## src/sv/qtt_pkg.sv

```systemverilog
// ----------------------------------------------------------------------------
// qtt_pkg: shared types and constants of the query text tokenizer
// Character codes, token kinds and the result record passed between modules.
// ----------------------------------------------------------------------------
package qtt_pkg;

    // stream widths
    localparam int IN_TDATA_W  = 8;
    localparam int OUT_TDATA_W = 104;
    localparam int OUT_TUSER_W = 3;

    // result queue geometry
    localparam int FIFO_DEPTH = 4;
    localparam int FIFO_AW    = 2;
    localparam int FIFO_CW    = 3;

    // token kinds
    localparam logic [2:0] K_WORD    = 3'd0;
    localparam logic [2:0] K_INT     = 3'd1;
    localparam logic [2:0] K_DEC     = 3'd2;
    localparam logic [2:0] K_SPECIAL = 3'd3;
    localparam logic [2:0] K_STRING  = 3'd4;
    localparam logic [2:0] K_BADNUM  = 3'd5;
    localparam logic [2:0] K_UNTERM  = 3'd6;
    localparam logic [2:0] K_END     = 3'd7;

    // character codes
    localparam logic [7:0] CH_LPAREN = 8'h28;
    localparam logic [7:0] CH_RPAREN = 8'h29;
    localparam logic [7:0] CH_LT     = 8'h3C;
    localparam logic [7:0] CH_GT     = 8'h3E;
    localparam logic [7:0] CH_LBRACE = 8'h7B;
    localparam logic [7:0] CH_RBRACE = 8'h7D;
    localparam logic [7:0] CH_LBRACK = 8'h5B;
    localparam logic [7:0] CH_RBRACK = 8'h5D;
    localparam logic [7:0] CH_COMMA  = 8'h2C;
    localparam logic [7:0] CH_TAB    = 8'h09;
    localparam logic [7:0] CH_NL     = 8'h0A;
    localparam logic [7:0] CH_SPACE  = 8'h20;
    localparam logic [7:0] CH_DQUOTE = 8'h22;
    localparam logic [7:0] CH_SQUOTE = 8'h27;
    localparam logic [7:0] CH_DOT    = 8'h2E;
    localparam logic [7:0] CH_ZERO   = 8'h30;
    localparam logic [7:0] CH_NINE   = 8'h39;

    // one result item
    typedef struct packed {
        logic [62:0] value;
        logic [7:0]  code;
        logic [15:0] length;
        logic [15:0] start;
        logic [2:0]  kind;
        logic        done;
    } t_token;

    // up to two results caused by one byte
    typedef struct packed {
        logic   v0;
        logic   v1;
        t_token tok0;
        t_token tok1;
    } t_lex_out;

endpackage

```

## src/sv/qtt_lex_core.sv

```systemverilog
// ----------------------------------------------------------------------------
// qtt_lex_core: tokenizer state and per-byte classification
// Consumes one byte per fire and produces zero, one or two result tokens.
// ----------------------------------------------------------------------------
module qtt_lex_core #(
    parameter int POS_BITS = 16
) (
    input  logic               i_clk,
    input  logic               i_rst_n,
    input  logic               i_fire,
    input  logic [7:0]         i_ch,
    input  logic               i_last,
    output qtt_pkg::t_lex_out  o_res
);

    localparam int XW = POS_BITS + 1;
    localparam logic [POS_BITS-1:0] POS_MAX = {POS_BITS{1'b1}};

    localparam logic [1:0] MODE_IDLE = 2'd0;
    localparam logic [1:0] MODE_WORD = 2'd1;
    localparam logic [1:0] MODE_STR  = 2'd2;
    localparam logic [1:0] MODE_HALT = 2'd3;

    typedef struct packed {
        logic        all_num;
        logic        dot;
        logic        digit;
        logic [62:0] accum;
        logic        over;
    } t_word;

    localparam t_word WORD_FRESH = '{all_num: 1'b1, dot: 1'b0, digit: 1'b0,
                                     accum: 63'd0, over: 1'b0};

    // fold one byte into the word being collected
    function automatic t_word absorb(input t_word w, input logic [7:0] c);
        t_word       r;
        logic [66:0] t10;
        r   = w;
        t10 = ({4'b0, w.accum} << 3) + ({4'b0, w.accum} << 1) + 67'(c - qtt_pkg::CH_ZERO);
        if (c >= qtt_pkg::CH_ZERO && c <= qtt_pkg::CH_NINE) begin
            r.digit = 1'b1;
            if (!w.over) begin
                if (|t10[66:63]) begin
                    r.over = 1'b1;
                end else begin
                    r.accum = t10[62:0];
                end
            end
        end else if (c == qtt_pkg::CH_DOT) begin
            if (w.dot) begin
                r.all_num = 1'b0;
            end
            r.dot = 1'b1;
        end else begin
            r.all_num = 1'b0;
        end
        return r;
    endfunction

    // kind of a finished word
    function automatic logic [2:0] close_kind(input t_word w);
        logic [2:0] k;
        if (!w.all_num) begin
            k = qtt_pkg::K_WORD;
        end else if (w.dot) begin
            k = w.digit ? qtt_pkg::K_DEC : qtt_pkg::K_BADNUM;
        end else if (w.over) begin
            k = qtt_pkg::K_BADNUM;
        end else begin
            k = qtt_pkg::K_INT;
        end
        return k;
    endfunction

    // clamp a position or length to the 16-bit output field
    function automatic logic [15:0] sat16(input logic [XW-1:0] v);
        return (v > XW'(17'h0FFFF)) ? 16'hFFFF : 16'(v);
    endfunction

    // finished word as a token
    function automatic qtt_pkg::t_token word_tok(input t_word w,
                                                 input logic [15:0] st,
                                                 input logic [15:0] ln);
        qtt_pkg::t_token t;
        t        = '0;
        t.kind   = close_kind(w);
        t.start  = st;
        t.length = ln;
        t.value  = (t.kind == qtt_pkg::K_INT) ? w.accum : 63'd0;
        return t;
    endfunction

    logic [1:0]          r_mode,  n_mode;
    logic [POS_BITS-1:0] r_pos,   n_pos;
    logic [POS_BITS-1:0] r_begin, n_begin;
    logic [7:0]          r_quote, n_quote;
    t_word               r_word,  n_word;

    logic is_blank, is_special, is_qmark, is_delim;
    logic [XW-1:0] len_in, len_ex;
    logic [15:0]   st_p, st_b;
    t_word         word_new, word_one;

    // idle-byte outcome, shared by the idle case and the word-close case
    logic                idle_v;
    qtt_pkg::t_token     idle_tok;
    logic [1:0]          idle_mode;
    logic [POS_BITS-1:0] idle_begin;
    logic [7:0]          idle_quote;

    qtt_pkg::t_lex_out res;

    // byte classification
    always_comb begin
        is_blank   = (i_ch == qtt_pkg::CH_SPACE) || (i_ch == qtt_pkg::CH_NL) ||
                     (i_ch == qtt_pkg::CH_TAB);
        is_special = (i_ch == qtt_pkg::CH_LPAREN) || (i_ch == qtt_pkg::CH_RPAREN) ||
                     (i_ch == qtt_pkg::CH_LT)     || (i_ch == qtt_pkg::CH_GT)     ||
                     (i_ch == qtt_pkg::CH_LBRACE) || (i_ch == qtt_pkg::CH_RBRACE) ||
                     (i_ch == qtt_pkg::CH_LBRACK) || (i_ch == qtt_pkg::CH_RBRACK) ||
                     (i_ch == qtt_pkg::CH_COMMA);
        is_qmark   = (i_ch == qtt_pkg::CH_DQUOTE) || (i_ch == qtt_pkg::CH_SQUOTE);
        is_delim   = is_blank || is_special || is_qmark;
    end

    // positions and lengths
    always_comb begin
        len_ex   = XW'(r_pos) - XW'(r_begin);
        len_in   = len_ex + XW'(1);
        st_p     = sat16(XW'(r_pos));
        st_b     = sat16(XW'(r_begin));
        word_new = absorb(r_word, i_ch);
        word_one = absorb(WORD_FRESH, i_ch);
    end

    // byte arriving with no token open
    always_comb begin
        idle_v     = 1'b0;
        idle_tok   = '0;
        idle_mode  = MODE_IDLE;
        idle_begin = r_begin;
        idle_quote = r_quote;
        if (is_blank) begin
            idle_mode = MODE_IDLE;
        end else if (is_special) begin
            idle_v          = 1'b1;
            idle_tok.kind   = qtt_pkg::K_SPECIAL;
            idle_tok.start  = st_p;
            idle_tok.length = 16'd1;
            idle_tok.code   = i_ch;
        end else if (is_qmark) begin
            idle_mode  = MODE_STR;
            idle_begin = r_pos;
            idle_quote = i_ch;
            if (i_last) begin
                idle_v          = 1'b1;
                idle_tok.kind   = qtt_pkg::K_UNTERM;
                idle_tok.start  = st_p;
                idle_tok.length = 16'd1;
            end
        end else begin
            idle_mode  = MODE_WORD;
            idle_begin = r_pos;
            if (i_last) begin
                idle_v   = 1'b1;
                idle_tok = word_tok(word_one, st_p, 16'd1);
            end
        end
    end

    // main token decision and next state
    always_comb begin
        res     = '0;
        n_mode  = r_mode;
        n_begin = r_begin;
        n_quote = r_quote;
        n_word  = r_word;
        n_pos   = (r_pos < POS_MAX) ? r_pos + POS_BITS'(1) : POS_MAX;
        case (r_mode)
            MODE_STR: begin
                if (i_ch == r_quote) begin
                    res.v0          = 1'b1;
                    res.tok0.kind   = qtt_pkg::K_STRING;
                    res.tok0.start  = st_b;
                    res.tok0.length = sat16(len_in);
                    n_mode          = MODE_IDLE;
                end else if (i_last) begin
                    res.v0          = 1'b1;
                    res.tok0.kind   = qtt_pkg::K_UNTERM;
                    res.tok0.start  = st_b;
                    res.tok0.length = sat16(len_in);
                end
            end
            MODE_WORD: begin
                if (is_delim) begin
                    res.v0   = 1'b1;
                    res.tok0 = word_tok(r_word, st_b, sat16(len_ex));
                    if (res.tok0.kind == qtt_pkg::K_BADNUM) begin
                        n_mode = MODE_HALT;
                    end else begin
                        res.v1   = idle_v;
                        res.tok1 = idle_tok;
                        n_mode   = idle_mode;
                        n_begin  = idle_begin;
                        n_quote  = idle_quote;
                        n_word   = word_one;
                    end
                end else begin
                    n_word = word_new;
                    if (i_last) begin
                        res.v0   = 1'b1;
                        res.tok0 = word_tok(word_new, st_b, sat16(len_in));
                    end
                end
            end
            MODE_HALT: begin
                n_mode = MODE_HALT;
            end
            default: begin
                res.v0   = idle_v;
                res.tok0 = idle_tok;
                n_mode   = idle_mode;
                n_begin  = idle_begin;
                n_quote  = idle_quote;
                n_word   = word_one;
            end
        endcase

        // end of text: mark the final result and start over
        if (i_last) begin
            if (!res.v0) begin
                res.v0        = 1'b1;
                res.tok0.kind = qtt_pkg::K_END;
            end
            if (res.v1) begin
                res.tok1.done = 1'b1;
            end else begin
                res.tok0.done = 1'b1;
            end
            n_mode  = MODE_IDLE;
            n_pos   = '0;
            n_begin = '0;
            n_quote = '0;
            n_word  = WORD_FRESH;
        end
    end

    assign o_res = i_fire ? res : '0;

    // state registers
    always_ff @(posedge i_clk) begin
        if (!i_rst_n) begin
            r_mode  <= MODE_IDLE;
            r_pos   <= '0;
            r_begin <= '0;
            r_quote <= '0;
            r_word  <= WORD_FRESH;
        end else if (i_fire) begin
            r_mode  <= n_mode;
            r_pos   <= n_pos;
            r_begin <= n_begin;
            r_quote <= n_quote;
            r_word  <= n_word;
        end
    end

    // a second result only follows a first one
    a_second_needs_first: assert property (@(posedge i_clk) disable iff (!i_rst_n)
        o_res.v1 |-> o_res.v0)
        else $error("second result without a first");

    // the last byte always leaves the position at zero
    a_last_clears_pos: assert property (@(posedge i_clk) disable iff (!i_rst_n)
        (i_fire && i_last) |=> (r_pos == '0 && r_mode == MODE_IDLE))
        else $error("state not cleared after last byte");

    // while halted only the end token comes out
    a_halt_quiet: assert property (@(posedge i_clk) disable iff (!i_rst_n)
        (i_fire && r_mode == MODE_HALT) |->
        (!o_res.v1 && (!o_res.v0 || o_res.tok0.kind == qtt_pkg::K_END)))
        else $error("token emitted while halted");

endmodule

```

## src/sv/qtt_result_fifo.sv

```systemverilog
// ----------------------------------------------------------------------------
// qtt_result_fifo: four-entry result queue
// Takes up to two tokens per cycle and presents one token per transfer.
// ----------------------------------------------------------------------------
module qtt_result_fifo (
    input  logic               i_clk,
    input  logic               i_rst_n,
    input  qtt_pkg::t_lex_out  i_push,
    input  logic               i_pop,
    output logic               o_room,
    output logic               o_valid,
    output qtt_pkg::t_token    o_tok
);

    qtt_pkg::t_token r_mem [qtt_pkg::FIFO_DEPTH];

    logic [qtt_pkg::FIFO_AW-1:0] r_wr, n_wr;
    logic [qtt_pkg::FIFO_AW-1:0] r_rd, n_rd;
    logic [qtt_pkg::FIFO_CW-1:0] r_count, n_count;
    logic [qtt_pkg::FIFO_AW-1:0] wr1;
    logic [qtt_pkg::FIFO_CW-1:0] n_push;
    logic                        pop_ok;

    // pointer and count update
    always_comb begin
        pop_ok  = i_pop && (r_count != '0);
        n_push  = qtt_pkg::FIFO_CW'(i_push.v0) + qtt_pkg::FIFO_CW'(i_push.v1);
        wr1     = r_wr + qtt_pkg::FIFO_AW'(1);
        n_wr    = r_wr + qtt_pkg::FIFO_AW'(n_push);
        n_rd    = r_rd + qtt_pkg::FIFO_AW'(pop_ok);
        n_count = r_count + n_push - qtt_pkg::FIFO_CW'(pop_ok);
    end

    assign o_room  = (r_count <= qtt_pkg::FIFO_CW'(qtt_pkg::FIFO_DEPTH - 2));
    assign o_valid = (r_count != '0);
    assign o_tok   = r_mem[r_rd];

    // control registers
    always_ff @(posedge i_clk) begin
        if (!i_rst_n) begin
            r_wr    <= '0;
            r_rd    <= '0;
            r_count <= '0;
        end else begin
            r_wr    <= n_wr;
            r_rd    <= n_rd;
            r_count <= n_count;
        end
    end

    // token storage
    always_ff @(posedge i_clk) begin
        if (i_push.v0) begin
            r_mem[r_wr] <= i_push.tok0;
        end
        if (i_push.v1) begin
            r_mem[wr1] <= i_push.tok1;
        end
    end

    // the queue never holds more than its depth
    a_no_overflow: assert property (@(posedge i_clk) disable iff (!i_rst_n)
        r_count <= qtt_pkg::FIFO_CW'(qtt_pkg::FIFO_DEPTH))
        else $error("result queue overflow");

    // a push only lands when room was reported
    a_push_has_room: assert property (@(posedge i_clk) disable iff (!i_rst_n)
        i_push.v0 |-> o_room)
        else $error("push without room");

    // a stalled head token keeps its place
    a_head_stable: assert property (@(posedge i_clk) disable iff (!i_rst_n)
        (o_valid && !i_pop) |=> (r_rd == $past(r_rd)))
        else $error("head moved without a pop");

endmodule

```

## src/sv/query_text_tokenizer_unit.sv

```systemverilog
// ----------------------------------------------------------------------------
// query_text_tokenizer_unit: streaming lexical tokenizer for query text
// Splits a byte stream into words, numbers, specials and strings.
// ----------------------------------------------------------------------------
// Usage:
//   Slave stream: one text byte per transfer in tdata[7:0]; tlast marks the
//   final byte of a text. Master stream: one token per transfer, its kind in
//   tuser; tlast is set on the final token caused by the final byte.
//   A byte is held in an input register, classified once the queue has
//   room and its tokens (none, one or two) are written to a four-entry
//   result queue. Throughput is one byte per cycle while the queue has
//   room; a byte that closes a word and is itself a special character or
//   a final quote yields two tokens. The classify step takes a byte only
//   when the queue has room for two tokens, so a stalled receiver fills
//   the queue and then the input register, after which tready drops.
//   Reset empties the queue and input register and starts a new text at
//   offset zero; the final byte of a text restarts the offset at zero too.
//   An error token (bad number) makes the unit drop bytes until tlast.
// ----------------------------------------------------------------------------
module query_text_tokenizer_unit #(
    parameter int POS_BITS = 16
) (
    input  logic                                i_clk,
    input  logic                                i_rst_n,
    // slave stream
    input  logic                                i_s_axis_tvalid,
    output logic                                o_s_axis_tready,
    input  logic [qtt_pkg::IN_TDATA_W-1:0]      i_s_axis_tdata,  // [7:0] ch
    input  logic                                i_s_axis_tlast,  // last
    // master stream
    output logic                                o_m_axis_tvalid,
    input  logic                                i_m_axis_tready,
    // [15:0] token_start, [31:16] token_length, [39:32] special_code,
    // [102:40] int_value, [103] zero
    output logic [qtt_pkg::OUT_TDATA_W-1:0]     o_m_axis_tdata,
    output logic [qtt_pkg::OUT_TUSER_W-1:0]     o_m_axis_tuser,  // [2:0] token_kind
    output logic                                o_m_axis_tlast   // done_res
);

    logic              r_in_valid;
    logic [7:0]        r_in_ch;
    logic              r_in_last;
    logic              fire;
    logic              room;
    qtt_pkg::t_lex_out lex_res;
    qtt_pkg::t_token   head;

    assign fire            = r_in_valid && room;
    assign o_s_axis_tready = !r_in_valid || room;

    // input register
    always_ff @(posedge i_clk) begin
        if (!i_rst_n) begin
            r_in_valid <= 1'b0;
        end else if (o_s_axis_tready) begin
            r_in_valid <= i_s_axis_tvalid;
        end
    end

    always_ff @(posedge i_clk) begin
        if (o_s_axis_tready && i_s_axis_tvalid) begin
            r_in_ch   <= i_s_axis_tdata[7:0];
            r_in_last <= i_s_axis_tlast;
        end
    end

    // classification and token state
    qtt_lex_core #(
        .POS_BITS (POS_BITS)
    ) u_core (
        .i_clk   (i_clk),
        .i_rst_n (i_rst_n),
        .i_fire  (fire),
        .i_ch    (r_in_ch),
        .i_last  (r_in_last),
        .o_res   (lex_res)
    );

    // result queue
    qtt_result_fifo u_fifo (
        .i_clk   (i_clk),
        .i_rst_n (i_rst_n),
        .i_push  (lex_res),
        .i_pop   (i_m_axis_tready),
        .o_room  (room),
        .o_valid (o_m_axis_tvalid),
        .o_tok   (head)
    );

    // output packing
    assign o_m_axis_tdata = {1'b0, head.value, head.code, head.length, head.start};
    assign o_m_axis_tuser = head.kind;
    assign o_m_axis_tlast = head.done;

endmodule

```

## config.mk

```make
export PLATFORM = sky130hd
export DESIGN_NAME = query_text_tokenizer_unit
export DESIGN_NICKNAME = d
export VERILOG_FILES = /design/src/sv/qtt_pkg.sv /design/src/sv/qtt_lex_core.sv /design/src/sv/qtt_result_fifo.sv /design/src/sv/query_text_tokenizer_unit.sv
export SDC_FILE = /design/constraint.sdc
export NUM_CORES = 1
export LEC_CHECK = 0
export ABC_AREA = 1
export ABC_CLOCK_PERIOD_IN_PS = 15000
export BUFFER_PORTS_ARGS = -buffer_cell sky130_fd_sc_hd__buf_2
export CORE_UTILIZATION = 50
export DETAILED_ROUTE_END_ITERATION = 10
export PLACE_DENSITY_LB_ADDON = 0.2
export SLEW_MARGIN = 20
export SYNTH_ARGS = -nofsm -noshare
export SYNTH_HDL_FRONTEND = slang
export SYNTH_SLANG_ARGS = --single-unit
```

## constraint.sdc

```tcl
create_clock -name i_clk -period 15 [get_ports i_clk]
set_clock_uncertainty 0.15 [all_clocks]
set_input_delay 0.75 -clock i_clk [delete_from_list [all_inputs] [get_ports i_clk]]
set_output_delay 0.75 -clock i_clk [all_outputs]
set_load 0.02 [all_outputs]
```

Yosys cells after proc, flatten, opt, wreduce, memory -nomap -nowiden
Memories as Yosys holds them, arrays and structs flattened. A register that Yosys moved wholly into a read port is not among the register bits. Index checks and enable logic that the tools add are counted.

Register bits after elaboration: 126. RAM bits: 428. Bits of input ports: 13. Output and inout bits: 110. Logic and storage cells: 197. Memories: 1.

Memories: u_fifo.r_mem (depth 4, bits a word 107, rd ports 1, clocked after memory_dff 1, wr ports 2, RTL line qtt_result_fifo.sv:15) `qtt_pkg::t_token r_mem [qtt_pkg::FIFO_DEPTH];`.

Add/sub/neg operators: 12. Magnitude comparators: 6. Equality and inequality tests: 28. Muxes and demuxes: 109. Reductions and logical operators: 26.

Operator list (number): two-way mux 107 bit (10); two-way mux 63 bit (6); two-way mux 216 bit (1); two-way mux 67 bit (3); two-way mux 16 bit (9); case mux 71 bit (2 select lines) (1); case mux 67 bit (2 select lines) (1); two-way mux 65 bit (2); two-way mux 35 bit (3); case mux 35 bit (3 select lines) (1); equality test 8 x 6 -> 1 bit (second input constant) (9); two-way mux 71 bit (1); adder 66 x 64 -> 67 bit (1); adder 67 bit (1); two-way mux 3 bit (22); two-way mux 64 bit (1); two-way mux 8 bit (6); two-way mux 43 bit (1); > comparator 17 x 16 -> 1 bit (second input constant) (2); equality test 8 x 7 -> 1 bit (second input constant) (4); case mux 16 bit (2 select lines) (1); two-way mux 1 bit (24); two-way mux 2 bit (10); two-way mux 20 bit (1); 37 further kinds (60).

Longest topological paths before layout
Word-level depth: 29. Mapped depth: 31. Mapped depth without buffers: 30.

Hierarchy
A second synthesis with hierarchy kept.

Cell total of the unflattened synthesis: 5234. Area, all modules: 38777.2 µm².

By module, submodules not included: qtt_result_fifo (instances 1, cells an instance 2364, area an instance 21767.1 µm², seq. area each 12992.5 µm²); qtt_lex_core (instances 1, cells an instance 2850, area an instance 16669.7 µm², seq. area each 2182.1 µm²); query_text_tokenizer_unit (instances 1, cells an instance 20, area an instance 340.3 µm², seq. area each 290.3 µm²).

Worst setup path before layout
Ideal clock, no wire load.

Path kind: reg-to-reg. From: register r_in_ch[4]. To: memory u_fifo.r_mem[3][45] (netlist bit), data pin. Library setup time: 0.266 ns. Arrival time: 7.121 ns. Data required time: 14.584 ns. Path slack: 7.463 ns. Stages on the path, launching flop included: 27. Path buffers: 2. Clock period less this slack: 7.537 ns. Cell sequence: edfxtp_1 -> ha_1 -> nor2_1 -> fa_1 -> ha_1 -> a21oi_1 -> inv_1 -> nor2_2 -> nand2_1 -> a21oi_1 -> nand2_2 -> nand2_1 -> nand2_1 -> nand2_1 -> nand2_2 -> nor2_4 -> nand2_4 -> buf_6 -> buf_4 -> nand2_1 -> nand2_1 -> nand2_1 -> nand2_1 -> nand2_1 -> nand2_1 -> nand2_1 -> nor2_1.

RTL lines: start: declaration (RTL line query_text_tokenizer_unit.sv:41) `logic [7:0] r_in_ch;`; start signal: assignment (RTL line query_text_tokenizer_unit.sv:62) `r_in_ch <= i_s_axis_tdata[7:0];`; end: declaration (RTL line qtt_result_fifo.sv:15).

==> impl_table.tex <==
\begin{tabular}{lr}
\hline
Metric & Value \\
\hline
\multicolumn{2}{l}{\textbf{Pwr}} \\
\quad Relative contribution of combinational cells to total power & 32.3\% \\
\quad Power per cell area & 123.8 mW/mm\^{}2 \\
\quad VDD IR max & 0.1985 mV \\
\quad Net Sw Frac & 39.19\% \\
\quad Fraction of power consumed by sequential logic & 35.1\% \\
\quad Internal power & 2806 uW \\
\quad Clk pwr share & 32.5\% \\
\quad Overall power & 4614 uW \\
\quad Leakage power total & 0.01680 uW \\
\quad Sw Pwr & 1808 uW \\
\multicolumn{2}{l}{\textbf{Global route}} \\
\quad Overall global routing resource usage & 32.98\% \\
\quad Number of antenna violations at the first check in global routing & 1 \\
\quad Global-route wire length before repair & 181000 um \\
\quad Number of global-route vias before repair & 30980 \\
\quad Overflow left after global routing & 0 \\
\quad Maximum number of pins on one net before global-route repair & 101 \\
\multicolumn{2}{l}{\textbf{Route}} \\
\quad Vias per std cell & 5.808 \\
\quad Routed Wire Length & 117000 um \\
\quad Number of nets with antenna violations after detailed routing & 0 \\
\quad Starting DRC count in detailed routing & 3764 \\
\quad 1st-pass router iterations & 5 \\
\quad Mean routed wirelength per cell & 20.14 um \\
\quad Via Count & 33730 \\
\quad DRC errors left & 0 \\
\multicolumn{2}{l}{\textbf{Synth}} \\
\quad Dominant combinational cell family by area after synthesis & simple AND/OR/NAND/NOR gates \\
\quad XOR/XNOR share of the synthesized area & 1.961\% \\
\quad Library cell with the highest instance count after synthesis & nand2\_1 \\
\quad Most common flop cell mapped by yosys & dfxtp\_1 \\
\quad Register bit total from synthesis & 554 \\
\quad Number of enable-type register cells in the synthesized netlist & 157 \\
\quad Cell taking the most area after synthesis & dfxtp\_1 \\
\quad Compound-gate portion of the synthesized area & 15.60\% \\
\quad Share of synthesized registers carrying an async set or reset & 0\% \\
\quad Cell variety after synth & 56 \\
\quad Post-synth top area share & 23.15\% \\
\quad Cell Area, Synth & 0.03433 mm\^{}2 \\
\quad Gate count after technology mapping & 4911 \\
\quad Top cells by area, synth & dfxtp\_1 23\%, nand2\_1 16\%, edfxtp\_1 14\%, nand3\_1 6.4\%, nor2\_1 5.4\% \\
\quad Most frequent cells after synthesis & 1438 x nand2\_1, 490 x nor2\_1, 437 x nand3\_1 \\
\quad Adder and majority cell fraction of the synthesized area & 7.449\% \\
\quad Fraction of synthesized area in multiplexers & 0\% \\
\quad Post-Synthesis Mean Instance Area & 6.991 um\^{}2 \\
\quad Ys Warns & 0 \\
\quad Post-Synth Simple-Gate Area & 30.33\% \\
\quad Sequential-to-total area share from yosys stat & 36.88\% \\
\multicolumn{2}{l}{\textbf{Finish}} \\
\quad Layout cells sized above 1 & 7.741\% \\
\quad Post-layout nets & 5067 \\
\quad Final cell utilization of the core & 55.22\% \\
\quad Fill cell count & 6685 \\
\quad Count of antenna diodes in the layout & 0 \\
\quad Synth-to-layout area growth & 8.575\% \\
\multicolumn{2}{l}{\textbf{Placed design}} \\
\quad Number of buffers added on ports & 121 \\
\quad Hpwl dp & 79710 um \\
\quad Placer congestion estimate & 1.029 \\
\multicolumn{2}{l}{\textbf{Setup path}} \\
\quad Startpoint type of the worst setup path & flop \\
\quad R2R Setup Slk & 8.26 ns \\
\quad Worst R2R Path Depth & 24 \\
\quad Reg-to-reg startpoint & r\_in\_ch[4] \\
\quad Worst Path Required & 15.43 ns \\
\quad Setup crit end kind & flop \\
\quad Crit path arrival time & 7.16 ns \\
\quad Worst setup path category & flop to flop \\
\quad Worst reg2reg endpoint & u\_fifo.r\_mem[2][69] \\
\quad Highest net fanout along the worst path & 60 \\
\multicolumn{2}{l}{\textbf{STA}} \\
\quad Number of slew-limit violations in the final report & 0 \\
\quad Number of setup violations in the final report & 0 \\
\quad RSZ-0062 raised after global routing & no \\
\quad Fin Setup TNS & 0 ns \\
\quad Min Clock Period, post-route & 6.736 ns \\
\quad Max Fclk & 0.1484 GHz \\
\quad Post-route clock period utilization & 44.91\% \\
\quad Transition time at the pin with the least slew margin & 1.123 ns \\
\quad Number of hold-slack violations in the final timing report & 0 \\
\quad Slew headroom & 25.12\% \\
\multicolumn{2}{l}{\textbf{Clock tree}} \\
\quad Total of cells resized after clock tree synthesis & 0 \\
\quad Number of buffers added by the clock tree synthesis step & 60 \\
\quad CTS tree & done \\
\quad Maximum count of clock buffers along a single path & 3 \\
\quad Number of buffers inserted by hold repair at cts & 0 \\
\quad Clk\_lat worst skew & 0.65 ns \\
\quad CTS Root Buffer Type & clkbuf\_16 \\
\quad Num Clock Sinks & 554 \\
\quad Maximum level of the CTS H-tree & 2 \\
\quad Clock transition at the registers of the reported paths & 0.06 ns \\
\quad Post-CTS setup buffer count & 0 \\
\multicolumn{2}{l}{\textbf{Die}} \\
\quad Effective utilization at floorplan & 50.85\% \\
\quad Chip height & 264.0 um \\
\quad Die Width & 264.0 um \\
\quad Full die area & 0.06972 mm\^{}2 \\
\quad Core region area & 0.06751 mm\^{}2 \\
\quad Number of top-level pins & 123 \\
\quad Core Rows & 95 \\
\multicolumn{2}{l}{\textbf{Hold path}} \\
\quad HP Start & i\_s\_axis\_tdata[1] \\
\quad Worst-case hold path end point & r\_in\_ch[1] \\
\quad Cell count of the worst hold path & 1 \\
\quad Class of the worst hold path & primary input to flop \\
\multicolumn{2}{l}{\textbf{Run}} \\
\quad Max\_cap viols & 0 \\
\multicolumn{2}{l}{\textbf{Run status}} \\
\quad Status & finished clean \\
\hline
\end{tabular}
[stage by stage]
step	hold slack, ns	instances	cell area (um^2)	worst slack, ns
after floorplan	0.2709	4915	34350	7.463
after global placement	0.2819	5699	35290	8.551
after detailed placement	0.2841	5699	35290	8.440
after CTS	0.1018	5808	37270	8.397
after global routing	0.1170	5808	37280	7.880
final	0.1329	5808	37280	8.264
[routing by layer]
| metal | track usage (%) | up-vias | part of all wire, % |
|---|---|---|---|
| met1 | 49.71 | 15910 | 47 |
| li1 | - | 16200 | - |
| met4 | 7.071 | 0 | 1.7 |
| met2 | 48.49 | 1465 | 42 |
| met5 | 0 | - | 0 |
| met3 | 6.255 | 151 | 9.9 |
[power by group through the flow]
stage               clock network (uW)  logic [uW]  registers (uW)
finish                            1500        1490            1620
global route                      1570        1610            1620
CTS                               1510        1460            1620
detailed placement                   0        1460            1650
global placement                     0        1450            1650
floorplan                            0         981            1620
[cells by family after synthesis]
| group | count (synthesis) |
|---|---|
| buffers and inverters | 667 |
| adder cells (fa/ha/maj) | 166 |
| AND/OR/NAND/NOR | 2513 |
| other | 1 |
| AO/OA/AOI/OAI | 934 |
| XOR/XNOR | 76 |
| flip-flops | 554 |
[layout by cell type, fill, tap and decap left out, drive strengths merged, types with 4 or more instances in the layout]
master       n
fa          64
o211ai      11
nand3b       5
and3         4
o21bai      35
o21ai      365
ha         102
nor3        33
nand2     1469
edfxtp     157
inv        416
xor2        47
nand4       37
buf        159
clkinvlp     5
nand3      439
dfxtp      397
conb         5
nor2       507
xnor2       29
or2         10
a21o         8
a31oi       11
clkinv      21
a21oi      274
o22ai      195
nor4         8
a211oi      24
clkbuf      83
[how the worst max path moves through the flow]
stage	from	end	cells after the start
final	r_in_ch[4]	u_fifo.r_mem[2][69]	24
after global routing	r_in_ch[4]	u_fifo.r_mem[0][72]	23
after CTS	r_in_ch[4]	u_fifo.r_mem[2][69]	23
after detailed placement	r_in_ch[4]	u_fifo.r_mem[2][69]	24
after global placement	r_in_ch[4]	u_fifo.r_mem[3][70]	22
after floorplan	r_in_ch[4]	u_fifo.r_mem[3][45]	26
[sequential cells by signal, indices dropped and copies added, names as in the netlist]
register        cells
r_in_valid          1
u_core.r_mode       2
u_fifo.r_count      3
r_in_ch             8
u_fifo.r_wr         2
r_in_last           1
u_core.r_quote      8
u_core.r_word      67
u_core.r_pos       16
u_fifo.r_mem      428
u_fifo.r_rd         2
u_core.r_begin     16
[critical path, cell delays in order (launching register included)]
cell and delay [ns]:
edfxtp_1 0.54, ha_1 0.36, nor2_4 0.12, buf_4 0.69
fa_1 0.56, ha_1 0.36, nand2_2 0.13, inv_1 0.04
a21oi_1 0.27, nand2_1 0.15, a21oi_1 0.17, nand2_2 0.13
nand2_1 0.10, nand2_1 0.05, nand2_1 0.07, nand2_2 0.06
nor2_4 0.25, nand2_4 0.34, nand2_2 0.22, nand2_4 0.09
nor2_8 0.54, nand2_4 0.46, o21bai_1 0.42, nand3_1 0.11
nand2_1 0.09
[layout make-up]
cell class | instances | area, um^2 | area share (%)
Multi-Input combinational cell | 3694 | 19060 | 51.14
Sequential cell | 554 | 12670 | 33.99
Clock buffer | 83 | 1710 | 4.588
Inverter | 419 | 1579 | 4.236
Tap cell | 873 | 1092 | 2.930
Timing Repair Buffer | 159 | 890.9 | 2.390
Clock inverter | 26 | 271.5 | 0.7283
(Power assumes the default switching activity.)
